<file path="src/rtl/edq_pkg.sv">
// ----------------------------------------------------------------------------
// edq_pkg - shared types and codes
// Opcodes, status codes, the stored record layout and the sequencer states.
// ----------------------------------------------------------------------------
package edq_pkg;

	typedef enum logic [1:0] {
		OP_TAIL    = 2'd0,
		OP_HEAD    = 2'd1,
		OP_DEQ     = 2'd2,
		OP_DEQ_ALT = 2'd3
	} opcode_t;

	typedef enum logic [2:0] {
		ST_ENQ   = 3'd0,
		ST_EVICT = 3'd1,
		ST_FULL  = 3'd2,
		ST_DEQ   = 3'd3,
		ST_EMPTY = 3'd4
	} status_t;

	typedef struct packed {
		logic [31:0] event_type;
		logic [31:0] event_data;
		logic [31:0] free_data;
	} rec_t;

	typedef enum logic [2:0] {
		S_IDLE,
		S_WALK,
		S_UNLINK,
		S_LINK,
		S_FIX,
		S_DEQ,
		S_OUT
	} state_t;

endpackage

</file>
<file path="src/rtl/edq_in_if.sv">
// ----------------------------------------------------------------------------
// edq_in_if - request channel
// Valid/ready channel carrying one queue operation per item.
// ----------------------------------------------------------------------------
interface edq_in_if;
	logic        valid;
	logic        ready;
	logic [1:0]  opcode;
	logic [31:0] event_type;
	logic [31:0] event_data;
	logic [31:0] free_data;

	modport source (output valid, opcode, event_type, event_data, free_data, input ready);
	modport sink   (input valid, opcode, event_type, event_data, free_data, output ready);
endinterface

</file>
<file path="src/rtl/edq_out_if.sv">
// ----------------------------------------------------------------------------
// edq_out_if - result channel
// Valid/ready channel carrying one result item per operation.
// ----------------------------------------------------------------------------
interface edq_out_if;
	logic        valid;
	logic        ready;
	logic [2:0]  status;
	logic [31:0] out_type;
	logic [31:0] out_data;
	logic [31:0] out_free_data;
	logic [6:0]  occupancy;

	modport source (output valid, status, out_type, out_data, out_free_data, occupancy,
		input ready);
	modport sink   (input valid, status, out_type, out_data, out_free_data, occupancy,
		output ready);
endinterface

</file>
<file path="src/rtl/edq_ctrl.sv">
// ----------------------------------------------------------------------------
// edq_ctrl - list sequencer
// Head/tail/free pointers, eviction walk, link updates and result register.
// ----------------------------------------------------------------------------
module edq_ctrl
	import edq_pkg::*;
#(
	parameter int CAPACITY = 64,
	parameter int AW = 6,
	parameter int SW = 7
) (
	input  logic          clk,
	input  logic          arst_n,
	edq_in_if.sink        req,
	edq_out_if.source     rsp,
	input  logic          cfg_we,
	input  logic [31:0]   cfg_wdata,
	output logic [AW-1:0] rd_addr,
	input  rec_t          rd_rec,
	input  logic [SW-1:0] rd_next,
	input  logic [SW-1:0] rd_prev,
	output logic          rec_we,
	output logic [AW-1:0] rec_waddr,
	output rec_t          rec_wdata,
	output logic          nx_we,
	output logic [AW-1:0] nx_waddr,
	output logic [SW-1:0] nx_wdata,
	output logic          pv_we,
	output logic [AW-1:0] pv_waddr,
	output logic [SW-1:0] pv_wdata
);

	localparam logic [SW-1:0] NIL = SW'(CAPACITY);

	state_t        state_q, state_d;
	logic [SW-1:0] head_q, tail_q, free_q, cur_q, p_q, n_q, alloc_q, count_q;
	logic          front_q, from_free_q;
	rec_t          rec_q, res_rec_q;
	status_t       res_st_q;
	logic [31:0]   mask_q;
	logic          out_v_q;

	logic is_deq, has_free, has_fresh, hit, out_free;

	assign is_deq    = (req.opcode == OP_DEQ) || (req.opcode == OP_DEQ_ALT);
	assign has_free  = (free_q != NIL);
	assign has_fresh = (alloc_q != NIL);
	assign hit       = ((rd_rec.event_type & mask_q) != 32'd0);
	assign out_free  = !out_v_q || rsp.ready;

	assign req.ready         = (state_q == S_IDLE);
	assign rsp.valid         = out_v_q;

	// next state
	always_comb begin
		state_d = state_q;
		unique case (state_q)
			S_IDLE: begin
				if (req.valid) begin
					if (is_deq) begin
						state_d = (head_q == NIL) ? S_OUT : S_DEQ;
					end else if (has_free || has_fresh) begin
						state_d = S_LINK;
					end else begin
						state_d = S_WALK;
					end
				end
			end
			S_WALK: begin
				if (hit) begin
					state_d = S_UNLINK;
				end else if (rd_next == NIL) begin
					state_d = S_OUT;
				end
			end
			S_UNLINK: state_d = S_LINK;
			S_LINK:   state_d = S_FIX;
			S_FIX:    state_d = S_OUT;
			S_DEQ:    state_d = S_OUT;
			S_OUT: begin
				if (out_free) begin
					state_d = S_IDLE;
				end
			end
			default:  state_d = S_IDLE;
		endcase
	end

	// memory requests
	always_comb begin
		rd_addr   = head_q[AW-1:0];
		rec_we    = 1'b0;
		rec_waddr = cur_q[AW-1:0];
		rec_wdata = rec_q;
		nx_we     = 1'b0;
		nx_waddr  = cur_q[AW-1:0];
		nx_wdata  = NIL;
		pv_we     = 1'b0;
		pv_waddr  = cur_q[AW-1:0];
		pv_wdata  = NIL;
		unique case (state_q)
			S_IDLE: begin
				if (!is_deq && has_free) begin
					rd_addr = free_q[AW-1:0];
				end
			end
			S_WALK: rd_addr = rd_next[AW-1:0];
			S_UNLINK: begin
				nx_we    = (p_q != NIL);
				nx_waddr = p_q[AW-1:0];
				nx_wdata = n_q;
				pv_we    = (n_q != NIL);
				pv_waddr = n_q[AW-1:0];
				pv_wdata = p_q;
			end
			S_LINK: begin
				rec_we   = 1'b1;
				nx_we    = 1'b1;
				nx_wdata = front_q ? head_q : NIL;
				pv_we    = 1'b1;
				pv_wdata = front_q ? NIL : tail_q;
			end
			S_FIX: begin
				pv_we    = front_q && (head_q != NIL);
				pv_waddr = head_q[AW-1:0];
				pv_wdata = cur_q;
				nx_we    = !front_q && (tail_q != NIL);
				nx_waddr = tail_q[AW-1:0];
				nx_wdata = cur_q;
			end
			S_DEQ: begin
				nx_we    = 1'b1;
				nx_wdata = free_q;
				pv_we    = (rd_next != NIL);
				pv_waddr = rd_next[AW-1:0];
				pv_wdata = NIL;
			end
			S_OUT: ;
			default: ;
		endcase
	end

	always_ff @(posedge clk or negedge arst_n) begin
		if (!arst_n) begin
			state_q     <= S_IDLE;
			head_q      <= NIL;
			tail_q      <= NIL;
			free_q      <= NIL;
			alloc_q     <= '0;
			count_q     <= '0;
			cur_q       <= NIL;
			p_q         <= NIL;
			n_q         <= NIL;
			front_q     <= 1'b0;
			from_free_q <= 1'b0;
			res_st_q    <= ST_ENQ;
			mask_q      <= 32'h8000_0000;
			out_v_q     <= 1'b0;
		end else begin
			state_q <= state_d;
			if (cfg_we) begin
				mask_q <= cfg_wdata;
			end
			// result register: loaded from S_OUT, cleared when taken
			if (state_q == S_OUT && out_free) begin
				out_v_q <= 1'b1;
			end else if (rsp.ready) begin
				out_v_q <= 1'b0;
			end
			unique case (state_q)
				S_IDLE: begin
					if (req.valid) begin
						front_q <= (req.opcode == OP_HEAD);
						if (is_deq) begin
							res_st_q    <= ST_EMPTY;
							cur_q       <= head_q;
							from_free_q <= 1'b0;
						end else if (has_free) begin
							res_st_q    <= ST_ENQ;
							cur_q       <= free_q;
							from_free_q <= 1'b1;
							count_q     <= count_q + 1'b1;
						end else if (has_fresh) begin
							res_st_q    <= ST_ENQ;
							cur_q       <= alloc_q;
							from_free_q <= 1'b0;
							alloc_q     <= alloc_q + 1'b1;
							count_q     <= count_q + 1'b1;
						end else begin
							res_st_q    <= ST_ENQ;
							cur_q       <= head_q;
							from_free_q <= 1'b0;
						end
					end
				end
				S_WALK: begin
					if (hit) begin
						res_st_q <= ST_EVICT;
						p_q      <= rd_prev;
						n_q      <= rd_next;
					end else if (rd_next == NIL) begin
						res_st_q <= ST_FULL;
					end else begin
						cur_q <= rd_next;
					end
				end
				S_UNLINK: begin
					if (p_q == NIL) begin
						head_q <= n_q;
					end
					if (n_q == NIL) begin
						tail_q <= p_q;
					end
				end
				S_LINK: begin
					if (from_free_q) begin
						free_q <= rd_next;
					end
				end
				S_FIX: begin
					if (front_q) begin
						if (head_q == NIL) begin
							tail_q <= cur_q;
						end
						head_q <= cur_q;
					end else begin
						if (tail_q == NIL) begin
							head_q <= cur_q;
						end
						tail_q <= cur_q;
					end
				end
				S_DEQ: begin
					head_q   <= rd_next;
					if (rd_next == NIL) begin
						tail_q <= NIL;
					end
					free_q   <= cur_q;
					count_q  <= count_q - 1'b1;
					res_st_q <= ST_DEQ;
				end
				S_OUT: ;
				default: ;
			endcase
		end
	end

	// payload registers
	always_ff @(posedge clk) begin
		if (state_q == S_IDLE && req.valid) begin
			rec_q     <= '{req.event_type, req.event_data, req.free_data};
			res_rec_q <= '0;
		end
		if (state_q == S_WALK && hit) begin
			res_rec_q <= rd_rec;
		end
		if (state_q == S_DEQ) begin
			res_rec_q <= rd_rec;
		end
		if (state_q == S_OUT && out_free) begin
			rsp.status        <= res_st_q;
			rsp.out_type      <= res_rec_q.event_type;
			rsp.out_data      <= res_rec_q.event_data;
			rsp.out_free_data <= res_rec_q.free_data;
			rsp.occupancy     <= 7'(count_q);
		end
	end

`ifndef NO_ASSERTIONS
	a_count_bound: assert property (@(posedge clk) disable iff (!arst_n)
		count_q <= NIL) else $error("held count above capacity");
	a_evict_full: assert property (@(posedge clk) disable iff (!arst_n)
		state_q == S_UNLINK |-> count_q == NIL) else $error("eviction with room left");
	// free_q still names the slot being taken while in S_LINK
	a_free_room: assert property (@(posedge clk) disable iff (!arst_n)
		(state_q != S_LINK && free_q != NIL) |-> count_q < NIL)
		else $error("free chain while full");
	a_ends_match: assert property (@(posedge clk) disable iff (!arst_n)
		state_q == S_IDLE |-> (head_q == NIL) == (tail_q == NIL))
		else $error("head and tail disagree on empty");
`endif

endmodule
</file>
<file path="src/flat_wrapper.sv">
// flat-port wrapper written by rule: the top's interface ports become plain ports
module edq_ctrl_flat import edq_pkg::*;
#(
	parameter int CAPACITY = 64,
	parameter int AW = 6,
	parameter int SW = 7
)
  (clk, arst_n, cfg_we, cfg_wdata, rd_addr, rd_rec, rd_next, rd_prev, rec_we, rec_waddr, rec_wdata, nx_we, nx_waddr, nx_wdata, pv_we, pv_waddr, pv_wdata, req_valid, req_opcode, req_event_type, req_event_data, req_free_data, req_ready, rsp_valid, rsp_status, rsp_out_type, rsp_out_data, rsp_out_free_data, rsp_occupancy, rsp_ready);
  edq_in_if req_i ();
  edq_out_if rsp_i ();
  input  logic clk;
  input  logic arst_n;
  input  logic cfg_we;
  input  logic [31:0] cfg_wdata;
  output logic [AW-1:0] rd_addr;
  input  rec_t rd_rec;
  input  logic [SW-1:0] rd_next;
  input  logic [SW-1:0] rd_prev;
  output logic rec_we;
  output logic [AW-1:0] rec_waddr;
  output rec_t rec_wdata;
  output logic nx_we;
  output logic [AW-1:0] nx_waddr;
  output logic [SW-1:0] nx_wdata;
  output logic pv_we;
  output logic [AW-1:0] pv_waddr;
  output logic [SW-1:0] pv_wdata;
  input wire logic [$bits(req_i.valid)-1:0] req_valid;
  input wire logic [$bits(req_i.opcode)-1:0] req_opcode;
  input wire logic [$bits(req_i.event_type)-1:0] req_event_type;
  input wire logic [$bits(req_i.event_data)-1:0] req_event_data;
  input wire logic [$bits(req_i.free_data)-1:0] req_free_data;
  output wire logic [$bits(req_i.ready)-1:0] req_ready;
  output wire logic [$bits(rsp_i.valid)-1:0] rsp_valid;
  output wire logic [$bits(rsp_i.status)-1:0] rsp_status;
  output wire logic [$bits(rsp_i.out_type)-1:0] rsp_out_type;
  output wire logic [$bits(rsp_i.out_data)-1:0] rsp_out_data;
  output wire logic [$bits(rsp_i.out_free_data)-1:0] rsp_out_free_data;
  output wire logic [$bits(rsp_i.occupancy)-1:0] rsp_occupancy;
  input wire logic [$bits(rsp_i.ready)-1:0] rsp_ready;
  assign req_i.valid = req_valid;
  assign req_i.opcode = req_opcode;
  assign req_i.event_type = req_event_type;
  assign req_i.event_data = req_event_data;
  assign req_i.free_data = req_free_data;
  assign req_ready = req_i.ready;
  assign rsp_valid = rsp_i.valid;
  assign rsp_status = rsp_i.status;
  assign rsp_out_type = rsp_i.out_type;
  assign rsp_out_data = rsp_i.out_data;
  assign rsp_out_free_data = rsp_i.out_free_data;
  assign rsp_occupancy = rsp_i.occupancy;
  assign rsp_i.ready = rsp_ready;
  edq_ctrl #(.CAPACITY(CAPACITY), .AW(AW), .SW(SW)) u_core (.clk(clk), .arst_n(arst_n), .req(req_i), .rsp(rsp_i), .cfg_we(cfg_we), .cfg_wdata(cfg_wdata), .rd_addr(rd_addr), .rd_rec(rd_rec), .rd_next(rd_next), .rd_prev(rd_prev), .rec_we(rec_we), .rec_waddr(rec_waddr), .rec_wdata(rec_wdata), .nx_we(nx_we), .nx_waddr(nx_waddr), .nx_wdata(nx_wdata), .pv_we(pv_we), .pv_waddr(pv_waddr), .pv_wdata(pv_wdata));
endmodule
</file>
<file path="config.mk">
export PLATFORM = sky130hd
export DESIGN_NAME = edq_ctrl_flat
export DESIGN_NICKNAME = d
export VERILOG_FILES = /design/src/rtl/edq_pkg.sv /design/src/rtl/edq_in_if.sv /design/src/rtl/edq_out_if.sv /design/src/rtl/edq_ctrl.sv /design/src/flat_wrapper.sv
export SDC_FILE = /design/constraint.sdc
export NUM_CORES = 1
export LEC_CHECK = 0
export ABC_AREA = 1
export BUFFER_PORTS_ARGS = -buffer_cell sky130_fd_sc_hd__buf_2
export CAP_MARGIN = 25
export CORE_ASPECT_RATIO = 1.1
export CORE_MARGIN = 3
export CORE_UTILIZATION = 25
export CTS_BUF_LIST = sky130_fd_sc_hd__clkbuf_4 sky130_fd_sc_hd__clkbuf_8
export CTS_CLUSTER_DIAMETER = 30
export CTS_CLUSTER_SIZE = 12
export DETAILED_ROUTE_END_ITERATION = 16
export GPL_TIMING_DRIVEN = 0
export PLACE_DENSITY = 0.53
export SYNTH_ARGS = -nofsm -noshare
export SYNTH_HDL_FRONTEND = slang
export SYNTH_SLANG_ARGS = --single-unit
</file>
<file path="constraint.sdc">
create_clock -name clk -period 5.4 [get_ports clk]
set_input_delay 1.08 -clock clk [delete_from_list [all_inputs] [get_ports clk]]
set_output_delay 1.08 -clock clk [all_outputs]
set_load 0.01 [all_outputs]
</file>
==> metrics.md, run 1 <==
| Metric | Value |
|---|---|
| Final Hold Viols | 0 |
| Vias per cell | 4.31 |
| CTS root buffer | clkbuf_8 |
| WL/cell | 20.3 µm |
| Critical Path Sink Type | flip-flop |
| Largest net degree at the start of global routing | 57 |
| Post-CTS Resized | 0 |
| Initial drt markers | around 620 |
| Fin. max-slew vios | 0 |
| Final ANT Viol Nets | 0 |
| Area of placed instances | between 15000 and 20000 µm² |
| Post-synthesis compound-gate area fraction | 5.08% |
| CTS Buf Count | 92 |
| Top cell by count, worst path | nand2_1 |
| Final HPWL DP | 43400 µm |
| Setup TNS | 0 ns |
| Worst path max stage delay | 0.81 ns |
| Non-Filler Instances | about 2800 |
| Port buffer count | 488 |
| Critical Path RT | 5.75 ns |
| Die area | 64900 µm² |
| Post-synth EDFFs | 298 |
| Synth Cell Area | between 15000 and 20000 µm² |
| Syn nets | 1519 |
| Layout overhead on the synthesized area | 37.5% |
| Slew @ Worst Pin | 0.953 ns |
| First-pass GRT wire length | 79400 µm |
| Lkg Pwr | 9.54 nW |
| DRC viols | 0 |
| Clock buffer depth | 3 |
| Die Y-Extent | 267 µm |
| Worst-path clk slew | 0.06 ns |
| Fin util | 34.7% |
| Htree depth | 3 |
| Rows | 95 |
| Ys Warns | 0 |
| Worst vdd ir | approximately 0.27 mV |
| Outcome | finished, final reports clean |
| Crit Path Max Fanout | 51 |
| Final period utilization | 75.7% |
| Pwr Total | 11.8 mW |
| Max Freq | 245 MHz |
| CTS Sinks | between 300 and 400 |
| Worst-path cell chain | buf_2, nand2_1, o21ai_1, nor2_1, nand2_1, nor2_1, nand2_1, a21oi_2, buf_4, buf_4, nand2_4, buf_16 |
| Rel. slew slack | 36.5% |
| # setup viols final | 0 |
| Placed cells | around 2600 |
| Unrepaired setup endpoints after global routing | false |
| Worst path slowest cell | a21oi_2 |
| Antenna violations before repair | 34 |
| Synth cell types | 40 |
| Grt total ovfl | 0 |
| Post-Syn Instances | 1270 |
| Maxcap violations | 0 |
| Worst Hold Class | flip-flop to flip-flop |
| CTS tree | yes |
| Post-synthesis sequential area ratio | 73.6% |
| #FFs+latches synth | 395 |
| Vias in the first global route | 12200 |
| Initial core utilization | 25.3% |
| Nets | 2107 |
| Commonest non-fill, non-tap cell in the layout | buf_2 |
| # hold bufs at CTS | 0 |
| Async SR Flop Fraction | roughly 25% |
| Die W | 243 µm |
| Gp weighted congestion | 0.926 |
| Placeable core area | 61200 µm² |
| Startpoint Class | input pin |
| P per Cell Area | ~560 nW/µm² |
| Post-Layout Inst Area | about 21000 µm² |
| Wirelength, routed | 56200 µm |
| Commonest cells after routing, fill and taps aside | buf_2, edfxtp_1, nand2_1 |
| Tmin final | 4.09 ns |
| Ports | 490 |
| Simple-gate area share of the yosys netlist | 12.7% |
| Worst Path Arrival | 4.43 ns |
| Area share of fa/ha/maj cells after synthesis | less than 1% |
| Clk_lat worst skew | 0.66 ns |
| Main combinational cell family by area after synthesis | simple AND/OR/NAND/NOR gates |
| Post-Route Skew | 0.0445 ns |
| Vias post-DR | roughly 12000 |
| Syn_area_per_cell | 12.2 µm² |
| Most used DFF post-synth | edfxtp_1 |
| Drt pass-1 iters | 9 |
| Share of cells above drive strength 1 | between 30% and 40% |
| Gr usage total | between 15 and 20% |
| WS Path Type | input pin to flip-flop |
| # Post-CTS Setup Buffers | 0 |
| Post-synthesis mux area share | 1.82% |
| XOR/XNOR share of the synthesized area | 0.623% |
-- routing by layer --
metal	vias to the layer above	share of wire (%)	track usage (%)	wire length [µm]
li1	5478	-	-	-
met1	5727	35	17.5	19900
met2	544	53	31.0	29700
met3	151	7.5	5.13	4220
met4	30	3.9	7.93	2200
met5	-	0.38	0	212
-- registers in the layout, indices dropped and copies added (netlist names), 32 cells and up --
signal	flops
u_core.rsp.out_free_data	32
u_core.rsp.out_data	32
u_core.mask_q	32
u_core.res_rec_q	96
u_core.rec_wdata	96
u_core.rsp.out_type	32
-- stage by stage --
step                      hold slack (ns)  setup slack, ns
after detailed placement            0.405            0.493
final                               0.400             1.31
after CTS                           0.389             1.21
after global routing                0.399             1.07
after global placement              0.400            -2.32
after floorplan                     0.400            0.767
-- final timing paths --
kind                       slack, ns  depth (start not counted)                endpoint                  from
setup / recovery                1.31                         12    u_core.res_rec_q[39]            rd_rec[94]
hold / removal                  0.40                          0  u_core.rsp.out_data[5]  u_core.res_rec_q[37]
setup reg to reg                1.51                         11    u_core.res_rec_q[39]     u_core.mask_q[29]
hold reg to reg                 0.40                          0  u_core.rsp.out_data[5]  u_core.res_rec_q[37]
max in group asynchronous       4.14                          2       u_core.mask_q[10]                arst_n
min in group asynchronous       0.49                          1           u_core.p_q[5]                arst_n
-- synth_stat cells, types with 5 or more instances --
master     instances  share of area (%)
edfxtp_1         298                 58
nand2_1          237                5.8
inv_1            178                4.3
nor2_1           162                3.9
dfrtp_1           90                 15
o21ai_0           63                2.0
nand3_1           47                1.5
mux2_2            25                1.8
buf_2             15               0.49
nand4_1           13               0.53
o211ai_1          13               0.63
a21oi_1           10               0.32
buf_4             10               0.49
inv_2             10               0.24
o21ai_1           10               0.32
clkbuf_1           9               0.22
a211oi_1           7               0.34
dfstp_2            7                1.2
o2111ai_1          7               0.40
a221oi_1           6               0.34
xor2_1             6               0.34
a21boi_0           5               0.24
nand2_2            5               0.20
nor2_2             5               0.20
xnor2_1            5               0.28
-- cells by family after synthesis --
family | after synthesis
flops | 395
xor+xnor | 11
fa+ha+maj | 4
buf+inv | 225
simple gates | 481
mux | 25
compound gates | 129
-- worst max-delay path: cells and delay by family --
kind,cells,cell delay [ns]
compound gates,2,0.87
simple gates,6,1.31
buf+inv,4,1.10
-- cell type report --
| type | instances | area [µm²] |
|---|---|---|
| diodes | 7 | 17.5 |
| repair buffers | 494 | 2590 |
| plain buffers | 37 | 195 |
| well taps | 824 | 1030 |
| multi-input cells | 650 | 3190 |
| fillers | 6165 | 40000 |
| inverters | 188 | 708 |
| flip-flops and latches | 395 | 11400 |
| clock buffers | 111 | 1470 |
| clock inverters | 59 | 672 |
-- power breakdown --
part / internal (mW) / leakage, nW / switching, mW
Combinational: 0.985 / 4.48 / 2.11
Sequential: 4.39 / 3.99 / 0.420
Clock: 2.38 / 1.07 / 1.53
Power figures use the tool's default switching activity.
==> run 2, diff against run 1 <==
Settings changed: PLACE_DENSITY 0.53 to 0.51.
Clock period 5.4 ns to 4 ns, I/O delays scaled along.
==> run 2 against run 1 <==
  * Sequential cell count unchanged
  * Design area up 0.59%
  * First-iteration DRC count up 1.1%
  * Setup slack worse by 1.0 ns
  * Die area unchanged
  * Largest cell class unchanged
  * Via count down 0.61%
  * Power up 37%
==> metrics.md, run 2 (synthesis gave the netlist of run 1 again) <==
| Metric | Value |
|---|---|
| Setup TNS | 0 ns |
| Initial core utilization | 25.3% |
| Fin util | 34.9% |
| Worst vdd ir | approximately 0.37 mV |
| Worst Setup EP | nx_wdata[2] |
| CTS root buffer | clkbuf_8 |
| Port buffer count | 488 |
| Rows | 95 |
| Vias per cell | 4.26 |
| Die area | around 65000 µm² |
| Slew @ Worst Pin | ~0.92 ns |
| Flop2flop setup slack | 0.47 ns |
| Startpoint Class | flip-flop |
| Die Y-Extent | around 270 µm |
| Placeable core area | 61200 µm² |
| Vias in the first global route | around 12000 |
| Clk pwr share | 33.9% |
| R2R depth | 11 |
| Share of cells above drive strength 1 | 38.8% |
| Post-Route Skew | 0.0402 ns |
| Critical Path Sink Type | output pin |
| Initial drt markers | roughly 630 |
| Vias post-DR | 11900 |
| Clk_lat worst skew | 0.66 ns |
| Worst-path clk slew | 0.06 ns |
| Maxcap violations | 0 |
| Final ANT Viol Nets | 0 |
| CTS Buf Count | 93 |
| Final period utilization | 93.4% |
| P per Cell Area | 754 nW/µm² |
| Critical Path RT | 3.20 ns |
| Die W | 243 µm |
| Switching power | 5.55 mW |
| Placed cells | 2589 |
| First-pass GRT wire length | 79700 µm |
| Drt pass-1 iters | 5 |
| Critical path launch point | u_core.state_q[2] |
| Reg-to-reg critical path endpoint | u_core.res_rec_q[26] |
| Lkg Pwr | 9.60 nW |
| DRC viols | 0 |
| Outcome | finished, final reports clean |
| # Post-CTS Setup Buffers | 0 |
| Ports | 490 |
| Reg power frac | a little over 40% |
| Gate power share | 25.9% |
| Crit Path Max Fanout | 7 |
| WL/cell | approximately 20 µm |
| Non-Filler Instances | between 2000 and 3000 |
| Pwr Total | 16.1 mW |
| Commonest cells after routing, fill and taps aside | buf_2, edfxtp_1, nand2_1 |
| CTS Sinks | ~400 |
| Layout overhead on the synthesized area | 38.3% |
| Commonest non-fill, non-tap cell in the layout | buf_2 |
| Rel. slew slack | around 39% |
| Final Hold Viols | 0 |
| Final HPWL DP | ~43000 µm |
| Tmin final | 3.74 ns |
| CTS tree | yes |
| Nets | around 2100 |
| WS Path Type | flip-flop to output pin |
| Largest net degree at the start of global routing | 97 |
| Worst Hold Class | input pin to flip-flop |
| Fillcell total | 6204 |
| Gr usage total | around 17% |
| Clock buffer depth | 3 |
| Antenna violations before repair | 31 |
| # setup viols final | 0 |
| RR Startpoint | u_core.mask_q[15] |
| Wirelength, routed | about 56000 µm |
| Htree depth | 3 |
| Unrepaired setup endpoints after global routing | false |
| Grt total ovfl | 0 |
| Fin. max-slew vios | 0 |
| Max Freq | 268 MHz |
| Gp weighted congestion | 0.894 |
| Net Sw Frac | between 30% and 40% |
| Worst Path Arrival | 2.94 ns |
| Internal power | 10.6 mW |
## run 2: changes by cell type in the layout (fill, tap and decap cells not counted), sizes merged, moves of 2 or more
cell      before  now
bufinv        11   13
clkbuf       120  118
clkinvlp      13   11
diode          7   16
inv          196  205
clkinv        27   25
## run 2: critical path, cell delays in order, from the launching register on
cell	delay (ns)
dfrtp_1	0.52
inv_2	0.17
nand2_1	0.15
nor2_2	0.33
inv_1	0.21
nor2_1	0.47
nand2_1	0.10
o2111ai_1	0.16
buf_2	0.20
## run 2: layout make-up
cell class | instances | area, µm² | area share, %
multi-input combinational | 650 | 3200 | 15.0
inverter | 188 | 708 | 3.31
antenna | 16 | 40.0 | 0.187
buffer | 37 | 195 | 0.913
clock buffer | 109 | 1430 | 6.66
timing repair buffer | 496 | 2610 | 12.2
clock inverter | 66 | 788 | 3.69
tap | 824 | 1030 | 4.82
sequential | 395 | 11400 | 53.2
## run 2: worst min path at each step
| stage | start | to | slack [ns] | cells after the start |
|---|---|---|---|---|
| after CTS | req_free_data[8] | u_core.rec_wdata[8] | 0.21 | 1 |
| final | req_free_data[28] | u_core.rec_wdata[28] | 0.31 | 1 |
| after global routing | req_event_type[19] | u_core.rec_wdata[83] | 0.24 | 1 |
| after global placement | u_core.res_rec_q[10] | u_core.rsp.out_free_data[10] | 0.40 | 0 |
| after detailed placement | u_core.res_rec_q[58] | u_core.rsp.out_data[26] | 0.40 | 0 |
| after floorplan | u_core.res_rec_q[32] | u_core.rsp.out_data[0] | 0.40 | 0 |
## run 2: layer usage
metal	global-route usage, %	up-vias	part of all wire, %	routed length (µm)
met5	0	-	0.088	49
met4	7.43	6	3.7	2060
met3	5.03	136	7.3	4040
met2	30.7	544	52	29200
met1	17.8	5672	36	20200
li1	-	5499	-	-
## run 2: what timing repair did
item                      4_1_cts  5_1_grt
hold buffers                    1        0
resized for setup               0        0
hold endpoints to repair       16        0
## run 2: power groups by stage
stage               clock, mW  combinational (mW)  sequential, mW
floorplan                   0                2.15            6.59
global placement            0                4.10            6.62
detailed placement          0                4.25            6.57
CTS                      5.63                4.27            6.50
global route             5.84                4.63            6.60
finish                   5.46                4.17            6.50
## run 2: per-stage QoR
stage	cell area, µm²	hold slack [ns]	setup slack (ns)
2_1_floorplan	15500	0.400	0.625
3_3_place_gp	18900	0.400	-1.92
3_5_place_dp	19100	0.405	-0.344
4_1_cts	21300	0.213	0.184
5_1_grt	21400	0.242	0.0870
6_report	21400	0.313	0.265
